$ cat config.mk
export PLATFORM = sky130hd
export DESIGN_NAME = xmodem_block_framer_core
export DESIGN_NICKNAME = d
export VERILOG_FILES = /design/src/xbf_pkg.sv /design/src/xbf_ctrl.sv /design/src/xbf_dp.sv /design/src/xmodem_block_framer_core.sv
export SDC_FILE = /design/constraint.sdc
export NUM_CORES = 1
export LEC_CHECK = 0
export BUFFER_PORTS_ARGS = -buffer_cell sky130_fd_sc_hd__buf_4
export CORE_UTILIZATION = 40
export CTS_BUF_LIST = sky130_fd_sc_hd__clkbuf_8
export DETAILED_ROUTE_END_ITERATION = 6
export PLACE_DENSITY = 0.59
export REMOVE_ABC_BUFFERS = 1
export SLEW_MARGIN = 10
export SYNTH_ARGS = -nofsm -noshare
export SYNTH_HDL_FRONTEND = slang
export SYNTH_SLANG_ARGS = --single-unit
$ cat constraint.sdc
create_clock -name aclk -period 3.4 [get_ports aclk]
set_input_delay 0.17 -clock aclk [delete_from_list [all_inputs] [get_ports aclk]]
set_output_delay 0.17 -clock aclk [all_outputs]
set_load 0.02 [all_outputs]
$ cat src/xbf_pkg.sv
// xbf_pkg: shared types, constants and helper functions for the xmodem block framer
// used by xbf_ctrl, xbf_dp and xmodem_block_framer_core; no dependencies
`timescale 1ns / 1ps

package xbf_pkg;

    // data bytes per block
    localparam int BLOCK_BYTES = 128;
    // fill counter must be able to hold BLOCK_BYTES itself
    localparam int FILL_W      = $clog2(BLOCK_BYTES + 1);

    localparam logic [7:0]  SOH_BYTE = 8'h01;
    localparam logic [7:0]  EOT_BYTE = 8'h04;
    localparam logic [7:0]  PAD_BYTE = 8'h1A;
    localparam logic [15:0] CRC_POLY = 16'h1021;

    localparam logic [FILL_W-1:0] FILL_LAST = FILL_W'(BLOCK_BYTES - 1);

    // input opcodes
    localparam logic OP_DATA = 1'b0;
    localparam logic OP_EOF  = 1'b1;

    // configuration space
    localparam int         ADDR_W        = 2;
    localparam logic [ADDR_W-1:0] REG_CRC_MODE = ADDR_W'(0);
    localparam logic       CRC_MODE_RESET = 1'b1;

    typedef struct packed {
        logic       opcode;
        logic [7:0] data_byte;
    } in_item_t;

    typedef struct packed {
        logic [7:0] out_byte;
        logic [7:0] repeat_count;
        logic       last;
    } out_item_t;

    typedef enum logic [3:0] {
        ST_IDLE,
        ST_DISPATCH,
        ST_SOH,
        ST_NUM,
        ST_INV,
        ST_DATA,
        ST_PAD,
        ST_PAD_CRC,
        ST_TRL_HI,
        ST_TRL_LO,
        ST_EOT1,
        ST_EOT2
    } state_t;

    // output byte source
    typedef enum logic [3:0] {
        SEL_SOH,
        SEL_NUM,
        SEL_INV,
        SEL_DATA,
        SEL_PAD,
        SEL_SUM,
        SEL_CRC_HI,
        SEL_CRC_LO,
        SEL_EOT
    } sel_t;

    typedef struct packed {
        logic emit;        // load output register
        sel_t sel;
        logic last;
        logic latch_in;    // capture accepted input transaction
        logic feed_data;   // fold latched byte into sum and crc
        logic feed_pad;    // fold one padding byte into sum and crc
        logic close_block; // next block number, clear block state
        logic restart;     // back to block 1, clear block state
    } cmd_t;

    typedef struct packed {
        logic out_free;
        logic fill_zero;
        logic fill_full;   // current byte completes the block
        logic eof;
    } status_t;

    // one byte through crc-16/xmodem, msb first
    function automatic logic [15:0] crc_feed(input logic [15:0] crc, input logic [7:0] b);
        logic [15:0] c;
        c = crc ^ {b, 8'h00};
        for (int i = 0; i < 8; i++) begin
            if (c[15]) begin
                c = {c[14:0], 1'b0} ^ CRC_POLY;
            end else begin
                c = {c[14:0], 1'b0};
            end
        end
        return c;
    endfunction

    // padding run length, kept to eight bits
    function automatic logic [7:0] pad_repeat(input logic [FILL_W-1:0] fill);
        logic [31:0] n;
        n = 32'(BLOCK_BYTES) - 32'(fill);
        return n[7:0];
    endfunction

endpackage

$ cat src/xbf_ctrl.sv
// xbf_ctrl: sequencer for one input transaction of the framer
// depends on xbf_pkg
`timescale 1ns / 1ps

module xbf_ctrl (
    input  logic             aclk,
    input  logic             aresetn,
    input  logic             s_valid,
    output logic             s_ready,
    input  logic             crc_mode,
    input  xbf_pkg::status_t status,
    output xbf_pkg::cmd_t    cmd
);

    xbf_pkg::state_t state_reg, state_next;

    always_ff @(posedge aclk) begin
        if (!aresetn) begin
            state_reg <= xbf_pkg::ST_IDLE;
        end else begin
            state_reg <= state_next;
        end
    end

    always_comb begin
        state_next      = state_reg;
        s_ready         = 1'b0;
        cmd             = '0;
        cmd.sel         = xbf_pkg::SEL_DATA;
        unique case (state_reg)
            xbf_pkg::ST_IDLE: begin
                s_ready      = 1'b1;
                cmd.latch_in = s_valid;
                if (s_valid) begin
                    state_next = xbf_pkg::ST_DISPATCH;
                end
            end
            xbf_pkg::ST_DISPATCH: begin
                if (status.eof) begin
                    state_next = status.fill_zero ? xbf_pkg::ST_EOT1 : xbf_pkg::ST_PAD;
                end else begin
                    state_next = status.fill_zero ? xbf_pkg::ST_SOH : xbf_pkg::ST_DATA;
                end
            end
            xbf_pkg::ST_SOH: begin
                cmd.sel = xbf_pkg::SEL_SOH;
                if (status.out_free) begin
                    cmd.emit   = 1'b1;
                    state_next = xbf_pkg::ST_NUM;
                end
            end
            xbf_pkg::ST_NUM: begin
                cmd.sel = xbf_pkg::SEL_NUM;
                if (status.out_free) begin
                    cmd.emit   = 1'b1;
                    state_next = xbf_pkg::ST_INV;
                end
            end
            xbf_pkg::ST_INV: begin
                cmd.sel = xbf_pkg::SEL_INV;
                if (status.out_free) begin
                    cmd.emit   = 1'b1;
                    state_next = xbf_pkg::ST_DATA;
                end
            end
            xbf_pkg::ST_DATA: begin
                cmd.sel  = xbf_pkg::SEL_DATA;
                cmd.last = !status.fill_full;
                if (status.out_free) begin
                    cmd.emit      = 1'b1;
                    cmd.feed_data = 1'b1;
                    state_next    = status.fill_full ? xbf_pkg::ST_TRL_HI : xbf_pkg::ST_IDLE;
                end
            end
            xbf_pkg::ST_PAD: begin
                cmd.sel = xbf_pkg::SEL_PAD;
                if (status.out_free) begin
                    cmd.emit   = 1'b1;
                    state_next = xbf_pkg::ST_PAD_CRC;
                end
            end
            xbf_pkg::ST_PAD_CRC: begin
                // one padding byte per cycle until the block is full
                cmd.feed_pad = 1'b1;
                if (status.fill_full) begin
                    state_next = xbf_pkg::ST_TRL_HI;
                end
            end
            xbf_pkg::ST_TRL_HI: begin
                cmd.sel  = crc_mode ? xbf_pkg::SEL_CRC_HI : xbf_pkg::SEL_SUM;
                cmd.last = !crc_mode && !status.eof;
                if (status.out_free) begin
                    cmd.emit = 1'b1;
                    if (crc_mode) begin
                        state_next = xbf_pkg::ST_TRL_LO;
                    end else if (status.eof) begin
                        state_next = xbf_pkg::ST_EOT1;
                    end else begin
                        cmd.close_block = 1'b1;
                        state_next      = xbf_pkg::ST_IDLE;
                    end
                end
            end
            xbf_pkg::ST_TRL_LO: begin
                cmd.sel  = xbf_pkg::SEL_CRC_LO;
                cmd.last = !status.eof;
                if (status.out_free) begin
                    cmd.emit = 1'b1;
                    if (status.eof) begin
                        state_next = xbf_pkg::ST_EOT1;
                    end else begin
                        cmd.close_block = 1'b1;
                        state_next      = xbf_pkg::ST_IDLE;
                    end
                end
            end
            xbf_pkg::ST_EOT1: begin
                cmd.sel = xbf_pkg::SEL_EOT;
                if (status.out_free) begin
                    cmd.emit   = 1'b1;
                    state_next = xbf_pkg::ST_EOT2;
                end
            end
            xbf_pkg::ST_EOT2: begin
                cmd.sel  = xbf_pkg::SEL_EOT;
                cmd.last = 1'b1;
                if (status.out_free) begin
                    cmd.emit    = 1'b1;
                    cmd.restart = 1'b1;
                    state_next  = xbf_pkg::ST_IDLE;
                end
            end
            default: begin
                state_next = xbf_pkg::ST_IDLE;
            end
        endcase
    end

endmodule

$ cat src/xbf_dp.sv
// xbf_dp: block state, checksum and crc accumulators, output register
// depends on xbf_pkg; driven by xbf_ctrl
`timescale 1ns / 1ps

module xbf_dp (
    input  logic                aclk,
    input  logic                aresetn,
    input  xbf_pkg::in_item_t   s_payload,
    output logic                m_valid,
    input  logic                m_ready,
    output xbf_pkg::out_item_t  m_payload,
    input  xbf_pkg::cmd_t       cmd,
    output xbf_pkg::status_t    status
);

    xbf_pkg::in_item_t          in_reg;
    logic [7:0]                 block_number_reg, block_number_next;
    logic [xbf_pkg::FILL_W-1:0] fill_reg, fill_next;
    logic [7:0]                 sum_reg, sum_next;
    logic [15:0]                crc_reg, crc_next;
    logic                       out_valid_reg, out_valid_next;
    xbf_pkg::out_item_t         out_reg, out_next;
    logic [7:0]                 feed_byte;

    assign feed_byte = cmd.feed_pad ? xbf_pkg::PAD_BYTE : in_reg.data_byte;

    always_comb begin
        block_number_next = block_number_reg;
        fill_next         = fill_reg;
        sum_next          = sum_reg;
        crc_next          = crc_reg;
        priority if (cmd.restart) begin
            block_number_next = 8'd1;
            fill_next         = '0;
            sum_next          = '0;
            crc_next          = '0;
        end else if (cmd.close_block) begin
            block_number_next = block_number_reg + 8'd1;
            fill_next         = '0;
            sum_next          = '0;
            crc_next          = '0;
        end else if (cmd.feed_data || cmd.feed_pad) begin
            fill_next = fill_reg + 1'b1;
            sum_next  = sum_reg + feed_byte;
            crc_next  = xbf_pkg::crc_feed(crc_reg, feed_byte);
        end else begin
            fill_next = fill_reg;
        end
    end

    always_comb begin
        out_next              = out_reg;
        out_next.repeat_count = 8'd1;
        out_next.last         = cmd.last;
        unique case (cmd.sel)
            xbf_pkg::SEL_SOH:    out_next.out_byte = xbf_pkg::SOH_BYTE;
            xbf_pkg::SEL_NUM:    out_next.out_byte = block_number_reg;
            xbf_pkg::SEL_INV:    out_next.out_byte = ~block_number_reg;
            xbf_pkg::SEL_DATA:   out_next.out_byte = in_reg.data_byte;
            xbf_pkg::SEL_PAD: begin
                out_next.out_byte     = xbf_pkg::PAD_BYTE;
                out_next.repeat_count = xbf_pkg::pad_repeat(fill_reg);
            end
            xbf_pkg::SEL_SUM:    out_next.out_byte = sum_reg;
            xbf_pkg::SEL_CRC_HI: out_next.out_byte = crc_reg[15:8];
            xbf_pkg::SEL_CRC_LO: out_next.out_byte = crc_reg[7:0];
            xbf_pkg::SEL_EOT:    out_next.out_byte = xbf_pkg::EOT_BYTE;
            default:             out_next.out_byte = xbf_pkg::EOT_BYTE;
        endcase
        if (cmd.emit) begin
            out_valid_next = 1'b1;
        end else if (m_ready) begin
            out_valid_next = 1'b0;
        end else begin
            out_valid_next = out_valid_reg;
        end
    end

    always_ff @(posedge aclk) begin
        if (!aresetn) begin
            block_number_reg <= 8'd1;
            fill_reg         <= '0;
            sum_reg          <= '0;
            crc_reg          <= '0;
            out_valid_reg    <= 1'b0;
        end else begin
            block_number_reg <= block_number_next;
            fill_reg         <= fill_next;
            sum_reg          <= sum_next;
            crc_reg          <= crc_next;
            out_valid_reg    <= out_valid_next;
        end
    end

    always_ff @(posedge aclk) begin
        if (cmd.latch_in) begin
            in_reg <= s_payload;
        end
        if (cmd.emit) begin
            out_reg <= out_next;
        end
    end

    assign m_valid   = out_valid_reg;
    assign m_payload = out_reg;

    assign status.out_free  = !out_valid_reg || m_ready;
    assign status.fill_zero = (fill_reg == '0);
    assign status.fill_full = (fill_reg == xbf_pkg::FILL_LAST);
    assign status.eof       = (in_reg.opcode == xbf_pkg::OP_EOF);

endmodule

$ cat src/xmodem_block_framer_core.sv
// xmodem_block_framer_core: top level of the xmodem sender block framer
// depends on xbf_pkg, xbf_ctrl and xbf_dp
`timescale 1ns / 1ps

// Turns a file byte stream into xmodem blocks. Each input transaction carries
// either a data byte or an end-of-file mark; each output transaction carries
// one byte to send with a repeat count (above one only for the ctrl-z padding
// run) and a last flag on the final byte caused by that input. A block opens
// with soh, the block number and its complement, and closes with an 8-bit sum
// or a crc-16/xmodem (high byte first), chosen by crc_mode at byte address 0
// (reset 1). Items are handled one at a time by the sequencer: a data byte
// passes through idle, dispatch and data, plus a state per extra header or
// trailer byte. End of file with a partial block walks the crc one pad byte a
// cycle, since the crc step in the datapath takes a single byte per update.
module xmodem_block_framer_core (
    input  logic                           aclk,
    input  logic                           aresetn,
    // input stream
    input  logic                           s_valid,
    output logic                           s_ready,
    input  xbf_pkg::in_item_t              s_payload,
    // output stream
    output logic                           m_valid,
    input  logic                           m_ready,
    output xbf_pkg::out_item_t             m_payload,
    // configuration port
    input  logic                           psel,
    input  logic                           penable,
    input  logic                           pwrite,
    input  logic [xbf_pkg::ADDR_W-1:0]     paddr,
    input  logic [31:0]                    pwdata,
    output logic [31:0]                    prdata,
    output logic                           pready
);

    xbf_pkg::cmd_t    cmd;
    xbf_pkg::status_t status;

    // trailer mode register; the user must write it only between transactions, the block does not enforce this
    logic crc_mode_reg, crc_mode_next;
    logic cfg_write;

    assign pready    = 1'b1;
    assign cfg_write = psel && penable && pwrite && (paddr == xbf_pkg::REG_CRC_MODE);

    always_comb begin
        crc_mode_next = cfg_write ? pwdata[0] : crc_mode_reg;
    end

    always_ff @(posedge aclk) begin
        if (!aresetn) begin
            crc_mode_reg <= xbf_pkg::CRC_MODE_RESET;
        end else begin
            crc_mode_reg <= crc_mode_next;
        end
    end

    // read back; unmapped addresses read as zero
    assign prdata = (paddr == xbf_pkg::REG_CRC_MODE) ? {31'd0, crc_mode_reg} : 32'd0;

    // sequencer
    xbf_ctrl u_ctrl (
        .aclk     (aclk),
        .aresetn  (aresetn),
        .s_valid  (s_valid),
        .s_ready  (s_ready),
        .crc_mode (crc_mode_reg),
        .status   (status),
        .cmd      (cmd)
    );

    // block state, accumulators and output register
    xbf_dp u_dp (
        .aclk      (aclk),
        .aresetn   (aresetn),
        .s_payload (s_payload),
        .m_valid   (m_valid),
        .m_ready   (m_ready),
        .m_payload (m_payload),
        .cmd       (cmd),
        .status    (status)
    );

endmodule
Yosys cells after proc, flatten, opt, wreduce, memory -nomap -nowiden

Index checks and enable logic that the tools add are counted.

$add $sub $neg: 4
Multipliers: 0
Divide/modulo/power cells: 0
Order comparisons: 0
Equality and inequality tests: 30
Shift operators: 0
Muxes and demuxes: 66
Bitwise operators: 11
Reductions and logical operators: 19

Operator list:

| cell                                                                  | count |
|---|---|
| 16-bit 2-to-1 mux                                                     | 21 |
| 13-bit 2-to-1 mux                                                     | 8 |
| 4-bit 2-to-1 mux                                                      | 16 |
| 8-bit one-hot mux with 8 select lines                                 | 1 |
| 4-bit one-hot mux with 12 select lines                                | 1 |
| 5-bit one-hot mux with 8 select lines                                 | 1 |
| 4-bit by 3-bit equality test with 1-bit output, second input constant | 8 |
| 3-bit inverter                                                        | 8 |
| 2-bit inequality test, second input constant                          | 10 |
| 8-bit by 1-bit adder with 8-bit output, second input constant         | 2 |
| 4-bit by 2-bit equality test with 1-bit output, second input constant | 4 |
| 4-bit equality test, second input constant                            | 4 |
| 16-bit XOR                                                            | 1 |
| 1-bit 2-to-1 mux                                                      | 13 |
| 11-bit AND reduction                                                  | 1 |
| 8-bit adder                                                           | 1 |
| 4-bit by 1-bit equality test with 1-bit output, second input constant | 2 |
| 8-bit by 7-bit equality test with 1-bit output, second input constant | 1 |
| 4-bit logical NOT                                                     | 2 |
| 8-bit logical NOT                                                     | 1 |
| 8-bit 2-to-1 mux                                                      | 1 |
| 8-bit inverter                                                        | 1 |
| 8-bit subtractor, first input constant                                | 1 |
| 1-bit logical AND                                                     | 4 |
| other kinds (12)                                                      | 17 |

Register bits after elaboration: 72
Bits in latches: 0
RAM bits: 0
Memory bits (read-only): 0
Bits of input ports: 50
Output and inout port bits: 52
Logic and storage cells: 142
Memories kept: 0

Depth between registers and ports, before layout

Gate-level depths: netlist of run 1.

Depth in word-level cells: 41
Mapped depth: 10
Gate-level depth less buffers: 9

By module

Synthesis of run 1 repeated with hierarchy kept, for this count alone.

Cell total of the unflattened synthesis: 500
Area, all modules: 4391.7 um^2

By module, submodules not included:

| module                   | times used | cells each | area an instance (um^2) | sequential area each (um^2) |
|---|---|---|---|---|
| xbf_dp                   | 1          | 381        | 3540.9                  | 1601.5 |
| xbf_ctrl                 | 1          | 79         | 548.0                   | 80.1 |
| xmodem_block_framer_core | 1          | 40         | 302.8                   | 20.0 |

Worst setup path after synthesis of run 1

OpenSTA, ideal clock, no wires.

Path type: register to register
From: register u_ctrl.state_reg[0]
To: register u_dp.sum_reg[6]
Setup time: 74 ps
Arrival: 2308 ps
Data required time: 3326 ps
Setup slack: 1018 ps
Stages on the path, launching flop included: 11
Path buffers: 1
Period minus slack after synthesis: 2382 ps
Cell sequence: dfxtp_1 nand4b_1 clkbuf_1 and2_1 ha_1 fa_1 a21o_1 a21o_1 a21oi_1 nand4b_1 a31oi_1

Word-level cells in the longest chain between the ends: 4
Elaborated cells between the ends (all ways): 13
Classes of those cells: 1 x add/sub; 5 x eq/ne; 5 x mux; 2 x reduce/logical

RTL lines:

| element                                        | RTL line       | text |
|---|---|---|
| start, declared                                | xbf_ctrl.sv:15 | `xbf_pkg::state_t state_reg, state_next;` |
| start signal, assigned                         | xbf_ctrl.sv:19 | `state_reg <= xbf_pkg::ST_IDLE;` |
| start signal, assigned                         | xbf_ctrl.sv:21 | `state_reg <= state_next;` |
| 4-bit by 3-bit equality test with 1-bit output | xbf_ctrl.sv:30 | `unique case (state_reg)` |
| 1-bit 2-to-1 mux                               | xbf_ctrl.sv:30 |  |
| 8-bit 2-to-1 mux                               | xbf_dp.sv:25   | `assign feed_byte = cmd.feed_pad ? xbf_pkg::PAD_BYTE : in_reg.data_byte;` |
| 8-bit adder                                    | xbf_dp.sv:44   | `sum_next = sum_reg + feed_byte;` |
| end signal, assigned                           | xbf_dp.sv:89   | `sum_reg <= sum_next;` |
| end, declared                                  | xbf_dp.sv:19   | `logic [7:0] sum_reg, sum_next;` |

Several ways; a longest one is shown, not always the timed one.
A chain may end at the register's enable or synchronous reset.

Final worst setup path of run 1

From: register u_ctrl.state_reg[3]
To: register u_dp.sum_reg[6]

Same word-level chain as after synthesis.

==> results of run 1 <==
power breakdown:
group          total (mW)  internal, mW  switching (mW)
registers            1.07          1.02          0.0498
logic               0.784         0.295           0.489
clock network       0.834         0.503           0.331
worst max-delay path: cells and delay by family (launching register included):
family	cells	cell delay, ps
DFF	1	310
AOI/OAI and AO/OA	4	720
and+or+nand+nor	3	810
buffers and inverters	1	350
adders and majority gates	2	690
synthesized netlist by cell type, types with 2 or more instances:
| cell type | count |
|---|---|
| xor3_1 | 2 |
| and2_0 | 2 |
| and4_1 | 2 |
| and3_1 | 6 |
| xnor2_1 | 22 |
| and2_1 | 6 |
| ha_1 | 10 |
| nor3_1 | 12 |
| buf_2 | 8 |
| a311oi_1 | 2 |
| nor4_1 | 4 |
| nand2b_1 | 9 |
| nand4b_1 | 2 |
| edfxtp_1 | 26 |
| or2_1 | 2 |
| buf_4 | 32 |
| or3_1 | 5 |
| nor2b_1 | 8 |
| o21ai_0 | 13 |
| nor2_1 | 49 |
| xnor3_1 | 3 |
| nand3_1 | 9 |
| or4b_1 | 2 |
| clkbuf_1 | 12 |
| inv_1 | 11 |
| buf_1 | 5 |
| a211oi_1 | 9 |
| xor2_1 | 17 |
| nand2_1 | 43 |
| o22ai_1 | 2 |
| dfxtp_1 | 46 |
| nand4_1 | 5 |
| a31oi_1 | 5 |
| mux2_2 | 6 |
| o211ai_1 | 2 |
| a222oi_1 | 6 |
| a21o_1 | 7 |
| o31ai_1 | 3 |
| o21a_1 | 2 |
| a21oi_1 | 32 |
| conb_1 | 2 |
| mux2i_1 | 9 |
cell families after synthesis:
group                    Yosys count  synth area share (%)
XOR/XNOR                          44                  10.5
buffers and inverters             68                  8.84
AO/OA/AOI/OAI                     96                  15.1
other                              2                 0.172
multiplexers                      15                  3.62
adder cells (fa/ha/maj)           11                  3.33
flip-flops                        72                  39.0
AND/OR/NAND/NOR                  172                  19.5
metrics by stage:
step	setup WS, ps	power [mW]
final	443	2.69
after global routing	228	2.81
after CTS	423	2.70
after detailed placement	456	1.86
after global placement	476	1.85
after floorplan	375	1.59
final timing paths:
path,cells after the start,start,to
worst max register to register,10,u_ctrl.state_reg[3],u_dp.sum_reg[6]
worst max-delay path,10,u_ctrl.state_reg[3],u_dp.sum_reg[6]
worst min register to register,2,u_dp.sum_reg[4],u_dp.sum_reg[4]
worst min-delay path,2,aresetn,crc_mode_reg
cell type report:
| cell class | instances | area, µm² |
|---|---|---|
| fillers | 1007 | 5450 |
| multi-input cells | 370 | 2380 |
| flip-flops and latches | 72 | 1700 |
| repair buffers | 60 | 473 |
| well taps | 136 | 170 |
| clock buffers | 10 | 138 |
| clock inverters | 5 | 105 |
| inverters | 11 | 41.3 |
routing by layer:
layer / part of all wire (%) / vias to the layer above
li1: - / 1733
met1: 46 / 1710
met2: 48 / 109
met4: 1.2 / 0
met3: 5.1 / 12
met5: 0 / -
==> impl_metrics.json, run 1 <==
{
  "avgSynthCellArea_um2": 9.08,
  "cp.arrival_ps": 3240,
  "cp_max_fo": 10,
  "path_class": "flop to flop",
  "ys_warn_count": 0,
  "postRouteAntennaNets": 0,
  "ir_drop_uv": 267,
  "grt-busiest-layer": "met2",
  "start_util_pct": 41.7,
  "synthArstFlopShare_pct": 0,
  "grtUsageMet1_pct": 24.8,
  "drv_slew": 0,
  "final_cell_mix": "buf_4, nor2_1, dfxtp_1",
  "place_area_um2": 4670,
  "viasPerCell": 5.37,
  "clock_latency_ps": 350,
  "cts_tree": "built",
  "die_area_um2": 11300,
  "setup_violations": 0,
  "yosys.area.top_type_share_pct": 21.1,
  "met2_usage_pct": 32.3,
  "power_leakage_nw": 2.03,
  "wirelength_um": 10300,
  "remaining_drc_errors": 0,
  "grt_pass1_wl_um": 16800,
  "start_kind": "flop",
  "nNetsFinal": 585,
  "cp.required_ps": 3680,
  "die_w_um": 106,
  "syn_inst": 480,
  "pin_count": 102,
  "dp.cells": 639,
  "cp-end-kind": "flop",
  "min_period_ps": 2960,
  "cts_root_buf": "clkbuf_8",
  "rows": 37,
  "rsz0062_at_grt": "false",
  "synth.largest_area_cell": "dfxtp_1",
  "ys_types": 62,
  "cap_violations": 0,
  "synth_edf_count": 26,
  "hpwlAfterDp_um": 7260,
  "globalplace.congestion": 0.819,
  "path_clk_slew_ps": 80,
  "synth-seq-cells": 72,
  "rrSetupSlack_ps": 440,
  "vias": 3564,
  "fin_tns_setup_ps": 0,
  "grt_pass1_vias": 3328,
  "min_path_type": "input port to flop",
  "fin_skew_ps": 13.0,
  "grt_max_degree": 32,
  "core_um2": 10500,
  "clock_path_buffers": 2,
  "postCtsHoldBufs": 9,
  "critPathSlowestCell": "nand4b_1",
  "drive_gt1_share_pct": 14.2,
  "wire_per_inst_um": 15.5,
  "powerDensity_nw_per_um2": 536,
  "antenna_found_initial": 0,
  "largest_reg_flops": 17,
  "globalRouteOverflowTotal": 0,
  "final_cells": 664,
  "final_common_cell": "buf_4",
  "num_antenna_cells": 0,
  "postCtsSetupBuffers": 0,
  "ys_seq_area_share_pct": 39.0,
  "finalHoldViolCount": 0,
  "fp.dieH_um": 106,
  "port_buffers": 38,
  "max_freq_mhz": 338,
  "postLayoutCoreUtil_pct": 47.9,
  "h-tree-depth": 3,
  "critPathMaxStageDelay_ps": 520,
  "first_iter_violations": 181,
  "use_met3_pct": 2.76,
  "worst_slew_pin_slew_ps": 841,
  "synth.area.top_cells": "dfxtp_1, edfxtp_1, buf_4, xnor2_1, nor2_1",
  "status": "completed",
  "numCtsBuffers": 9,
  "clkSinkCount": 72,
  "gr-usage-all-layers_pct": 19.0,
  "drt_pass1_iterations": 5,
  "cts_resized": 0,
  "netlist_area_um2": 4360,
  "finalInstanceArea_um2": 5010,
  "fin_crit_sh_pct": 87.0,
  "slew_headroom_pct": 43.5,
  "synthFlopType": "dfxtp_1",
  "hold_ws_ps": 34.6,
  "path_cells": "nand4b_1 > buf_4 > and2_1 > ha_1 > fa_1 > a21o_1 > a21o_1 > a21oi_1 > nand4b_1 > a31oi_1",
  "area_growth_pct": 15.0
}
(Power assumes the default switching activity.)
==> run 2: changes to the inputs <==
--- a/config.mk
+++ b/config.mk
@@ -5,11 +5,13 @@
 export SDC_FILE = /design/constraint.sdc
 export NUM_CORES = 1
 export LEC_CHECK = 0
+export ABC_AREA = 1
 export BUFFER_PORTS_ARGS = -buffer_cell sky130_fd_sc_hd__buf_4
 export CORE_UTILIZATION = 40
 export CTS_BUF_LIST = sky130_fd_sc_hd__clkbuf_8
 export DETAILED_ROUTE_END_ITERATION = 6
-export PLACE_DENSITY = 0.59
+export GPL_ROUTABILITY_DRIVEN = 0
+export PLACE_DENSITY_LB_ADDON = 0.12
 export REMOVE_ABC_BUFFERS = 1
 export SLEW_MARGIN = 10
 export SYNTH_ARGS = -nofsm -noshare
==> run 2 against run 1 <==
Flip-flop and latch count did not move. Design area rose by 3.0%. Final cell count rose by 27%. Synthesized cell count rose by 36%. Utilization fell by 1.3 points. Area after synthesis rose by 6.3%.
==> impl_metrics.json, run 2 <==
{
  "pin_count": 102,
  "wire_per_inst_um": 13.7,
  "yosysMostFrequentCell": "nand2_1",
  "die_w_um": 110,
  "synthXorXnorAreaFrac_pct": 2.27,
  "max_freq_mhz": 395,
  "path_class": "flop to flop",
  "die_area_um2": 12000,
  "ys_warn_count": 0,
  "cts_root_buf": "clkbuf_8",
  "fin_skew_ps": 8.34,
  "cap_violations": 0,
  "power_leakage_nw": 2.35,
  "fin_crit_sh_pct": 74.4,
  "remaining_drc_errors": 0,
  "avgSynthCellArea_um2": 7.11,
  "fp.dieH_um": 110,
  "globalRouteOverflowTotal": 0,
  "fin_tns_setup_ps": 0,
  "antenna_found_initial": 0,
  "power_mw": 3.31,
  "synth.area.top_cells": "dfxtp_1, edfxtp_1, nand2_1, inv_1, a21oi_1",
  "final_cell_mix": "nand2_1, inv_1, a21oi_1",
  "grt_max_degree": 23,
  "synthArstFlopShare_pct": 0,
  "status": "completed",
  "cp.arrival_ps": 2580,
  "setup_violations": 0,
  "powerDensity_nw_per_um2": 641,
  "synth-adder-area-share_pct": 3.13,
  "min_path_type": "input port to flop",
  "min_period_ps": 2530,
  "yosys.area.top_type_share_pct": 19.9,
  "cp.required_ps": 3450,
  "clkSinkCount": 72,
  "nNetsFinal": 758,
  "rows": 38,
  "start_kind": "flop",
  "netlist_area_um2": 4630,
  "worstHoldPathCells": 3,
  "yosys.area_share.simple_pct": 30.3,
  "rsz0062_at_grt": "false",
  "grt_pass1_wl_um": 18500,
  "drive_gt1_share_pct": 14.1,
  "num_antenna_cells": 0,
  "cts_resized": 0,
  "slew_headroom_pct": 45.8,
  "drt_pass1_iterations": 5,
  "syn_inst": 652,
  "fillCellCount": 1132,
  "synthTopCellsByCount": "nand2_1, inv_1, a21oi_1, nor2_1, nand3_1",
  "first_iter_violations": 282,
  "synth_edf_count": 26,
  "port_buffers": 38,
  "cts_tree": "built",
  "h-tree-depth": 3,
  "numCtsBuffers": 9,
  "start_util_pct": 41.8,
  "wirelength_um": 11500,
  "worst_slew_pin_slew_ps": 810,
  "ys_types": 40,
  "largest_reg_flops": 17,
  "core_um2": 11100,
  "synth.largest_area_cell": "dfxtp_1",
  "finalHoldViolCount": 0,
  "rr_worst_depth": 9,
  "path_clk_slew_ps": 70,
  "synth_top_family_by_area": "simple AND/OR/NAND/NOR gates",
  "postCtsSetupBuffers": 0,
  "area_growth_pct": 11.4,
  "synthMuxAreaShare_pct": 0,
  "clock_path_buffers": 2,
  "ir_drop_uv": 374,
  "grt_pass1_vias": 3858,
  "synthFlopType": "dfxtp_1",
  "synth-seq-cells": 72,
  "cp_max_fo": 12,
  "final_common_cell": "nand2_1",
  "postRouteAntennaNets": 0,
  "gr-usage-all-layers_pct": 20.4,
  "hpwlAfterDp_um": 8620,
  "viasPerCell": 5.08,
  "synth-compound-area-share_pct": 12.5,
  "cp-end-kind": "flop",
  "drv_slew": 0,
  "ys_seq_area_share_pct": 36.7,
  "clock_latency_ps": 360,
  "vias": 4277
}
-- run 2: changes by cell type in the layout (fill, tap and decap cells not counted), moves of 9 or more --
cell,previous run,this run
nand2_1,43,157
inv_1,11,80
nand3_1,9,48
a21oi_1,32,54
xnor2_1,22,3
nand4_1,5,22
nand2_2,0,15
inv_2,0,11
buf_4,51,42
mux2i_1,9,0
nand2b_1,9,0
-- run 2: worst paths after layout --
| path | start | to | slack, ps |
|---|---|---|---|
| worst min-delay path | pwdata[0] | crc_mode_reg | 80 |
| worst max-delay path | u_ctrl.state_reg[1] | u_dp.m_payload[13] | 870 |
| worst min register to register | u_dp.sum_reg[0] | u_dp.sum_reg[0] | 490 |
| worst max register to register | u_ctrl.state_reg[1] | u_dp.m_payload[13] | 870 |
-- run 2: power by group --
part | internal (mW) | total (mW) | switching, mW
logic | 0.458 | 1.38 | 0.921
registers | 1.14 | 1.25 | 0.112
clock network | 0.349 | 0.678 | 0.329
-- run 2: routing by layer --
metal | part of all wire [%] | global-route usage [%]
met1 | 46 | 26.3
met2 | 47 | 33.9
met3 | 5.0 | 3.79
met4 | 1.8 | 7.71
met5 | 0 | 0
-- run 2: critical path, cell delays in order, from the launching register on --
cell and delay (ps):
dfxtp_1 510, inv_1 140, nor2_1 210, nand2_1 350
nand2_1 200, inv_2 110, nand2_1 160, nand2_1 210
nand4_1 180, nand4_1 150
-- run 2: cell families after synthesis --
| logic type | after synthesis |
|---|---|
| AOI/OAI and AO/OA | 104 |
| xor gates and xnor gates | 12 |
| other | 2 |
| DFF | 72 |
| and+or+nand+nor | 314 |
| buffers and inverters | 137 |
| adders and majority gates | 11 |
-- run 2: area by class of cell --
class | instances | area, µm² | share of cell area (%)
multi-input combinational | 473 | 2350 | 45.6
sequential | 72 | 1700 | 33.0
timing repair buffer | 51 | 405 | 7.85
inverter | 90 | 338 | 6.54
tap | 140 | 175 | 3.39
clock buffer | 10 | 138 | 2.67
clock inverter | 6 | 52.6 | 1.02
-- run 2: repair_timing --
| item | 4_1_cts | 5_1_grt |
|---|---|---|
| endpoints found under the hold margin | 9 | 0 |
| endpoints found under the setup margin | 0 | 0 |
| hold buffers | 9 | 0 |
-- run 2: through the flow --
stage,setup WS [ps],cells,hold slack [ps],util [%],instance area (µm²)
finish,870,842,80.3,46.6,5160
global route,659,842,102,46.6,5160
detailed placement,950,817,349,44.1,4880
floorplan,1170,635,269,-,4390
global placement,987,817,349,44.1,4880
CTS,915,842,85.6,46.6,5160
==> run 3: changes to the inputs <==
==> constraint.sdc (replaced) <==
create_clock -name aclk -period 2.6 [get_ports aclk]
set_input_delay 0.13 -clock aclk [delete_from_list [all_inputs] [get_ports aclk]]
set_output_delay 0.13 -clock aclk [all_outputs]
set_load 0.02 [all_outputs]
==> run 3 against run 2 <==
Sequential share of layout area fell by 0.21 points. Critical path depth rose by 1. Die area did not move. Global-route usage fell by 0.13 points. Critical path type unchanged.
==> impl_metrics.json, run 3 (same netlist as run 2, synthesis figures left out) <==
{
  "cts_tree": "built",
  "drv_slew": 0,
  "fp.dieH_um": 110,
  "min_period_ps": 2260,
  "port_buffers": 38,
  "hp-start": "pwdata[0]",
  "finalInstanceArea_um2": 5200,
  "numCtsBuffers": 9,
  "antenna_found_initial": 0,
  "status": "completed",
  "start_util_pct": 41.8,
  "globalRouteOverflowTotal": 0,
  "postRouteAntennaNets": 0,
  "min_path_type": "input port to flop",
  "final_cells": 847,
  "path_clk_slew_ps": 70,
  "power_mw": 4.30,
  "clkSinkCount": 72,
  "rrSetupSlack_ps": 340,
  "regToRegStartpoint": "u_ctrl.state_reg[1]",
  "core_um2": 11100,
  "hpwlAfterDp_um": 8670,
  "cp.arrival_ps": 2500,
  "fin_crit_sh_pct": 87.0,
  "cp_max_fo": 8,
  "die_w_um": 110,
  "cap_violations": 0,
  "remaining_drc_errors": 0,
  "clock_latency_ps": 360,
  "clock_path_buffers": 2,
  "first_iter_violations": 239,
  "grt_pass1_wl_um": 18300,
  "wire_per_inst_um": 13.4,
  "min_to": "crc_mode_reg",
  "postLayoutCoreUtil_pct": 46.9,
  "drive_gt1_share_pct": 15.1,
  "final_cell_mix": "nand2_1, inv_1, a21oi_1",
  "fin_tns_setup_ps": 0,
  "vias": 4247,
  "cp.required_ps": 2840,
  "rows": 38,
  "final_common_cell": "nand2_1",
  "drt_pass1_iterations": 6,
  "h-tree-depth": 3,
  "fin_skew_ps": 6.51,
  "gr-usage-all-layers_pct": 20.3,
  "worstHoldPathCells": 3,
  "rr_worst_depth": 10,
  "r2r-end": "u_dp.sum_reg[2]",
  "max_freq_mhz": 442,
  "num_antenna_cells": 0,
  "dp.cells": 823,
  "wirelength_um": 11300,
  "setup_violations": 0,
  "powerDensity_nw_per_um2": 827,
  "start_kind": "flop",
  "pin_count": 102,
  "cp-end-kind": "flop",
  "power_leakage_nw": 2.38,
  "grt_pass1_vias": 3860,
  "largest_reg_flops": 17,
  "area_growth_pct": 12.1,
  "cts_root_buf": "clkbuf_8",
  "rsz0062_at_grt": "false",
  "die_area_um2": 12000,
  "grt_max_degree": 23,
  "nNetsFinal": 764,
  "postCtsSetupBuffers": 0,
  "ir_drop_uv": 360,
  "path_class": "flop to flop",
  "viasPerCell": 5.01,
  "finalHoldViolCount": 0,
  "place_area_um2": 4930
}
==> run 3: changes by cell type in the layout (fill, tap and decap cells not counted), sizes merged <==
cell,change
buf,+6
clkinv,+2
clkinvlp,-1
clkbuf,-1
inv,-1
==> run 3: worst max-delay path, stage by stage, from the launching register on <==
cell and delay, ps:
dfxtp_1 500, nand2_1 160, inv_2 110, nand2_2 90, nand2_1 110, inv_1 50
ha_1 230, fa_1 450, or2_2 310, nand3_1 80, a21oi_1 60
==> run 3: stage by stage <==
step / setup slack [ps] / hold WS (ps)
floorplan: 375 / 229
global placement: 286 / 308
detailed placement: 263 / 309
CTS: 250 / 39.2
global route: 75.2 / 54.9
finish: 338 / 45.7
==> run 3: worst max path at each step <==
stage / start / endpoint / slack (ps) / cells after the start
2_1_floorplan: u_ctrl.state_reg[1] / u_dp.m_payload[0] / 370 / 6
3_3_place_gp: u_ctrl.state_reg[1] / u_dp.sum_reg[7] / 290 / 13
3_5_place_dp: u_ctrl.state_reg[1] / u_dp.sum_reg[7] / 260 / 12
4_1_cts: u_ctrl.state_reg[1] / u_dp.sum_reg[7] / 250 / 12
5_1_grt: u_ctrl.state_reg[1] / u_dp.sum_reg[7] / 80 / 12
6_report: u_ctrl.state_reg[1] / u_dp.sum_reg[2] / 340 / 10
==> run 3: power breakdown <==
group          switching [mW]  internal, mW
Sequential              0.143          1.49
Clock                   0.422         0.426
Combinational            1.20         0.615
Total                    1.77          2.53
==> run 3: area by class of cell <==
cell class              instances  area [µm²]
clock inverters                 6        52.6
inverters                      90         338
flip-flops and latches         72        1700
well taps                     140         175
fillers                      1136        5880
multi-input cells             473        2360
clock buffers                   9         124
repair buffers                 57         450
==> run 3: layer usage <==
metal | part of all wire (%) | global-route usage [%] | wire length (µm) | vias to the layer above
li1 | - | - | - | 2164
met1 | 47 | 26.4 | 5310 | 1941
met2 | 45 | 31.8 | 5140 | 115
met3 | 4.7 | 4.33 | 537 | 27
met4 | 3.0 | 10.1 | 344 | 0
met5 | 0 | 0 | 0 | -
==> run 3: timing repair <==
action | CTS | global route
resized for setup | 0 | 1
setup endpoints to repair | 0 | 1
endpoints found under the hold margin | 9 | 0
hold buffers | 9 | 0
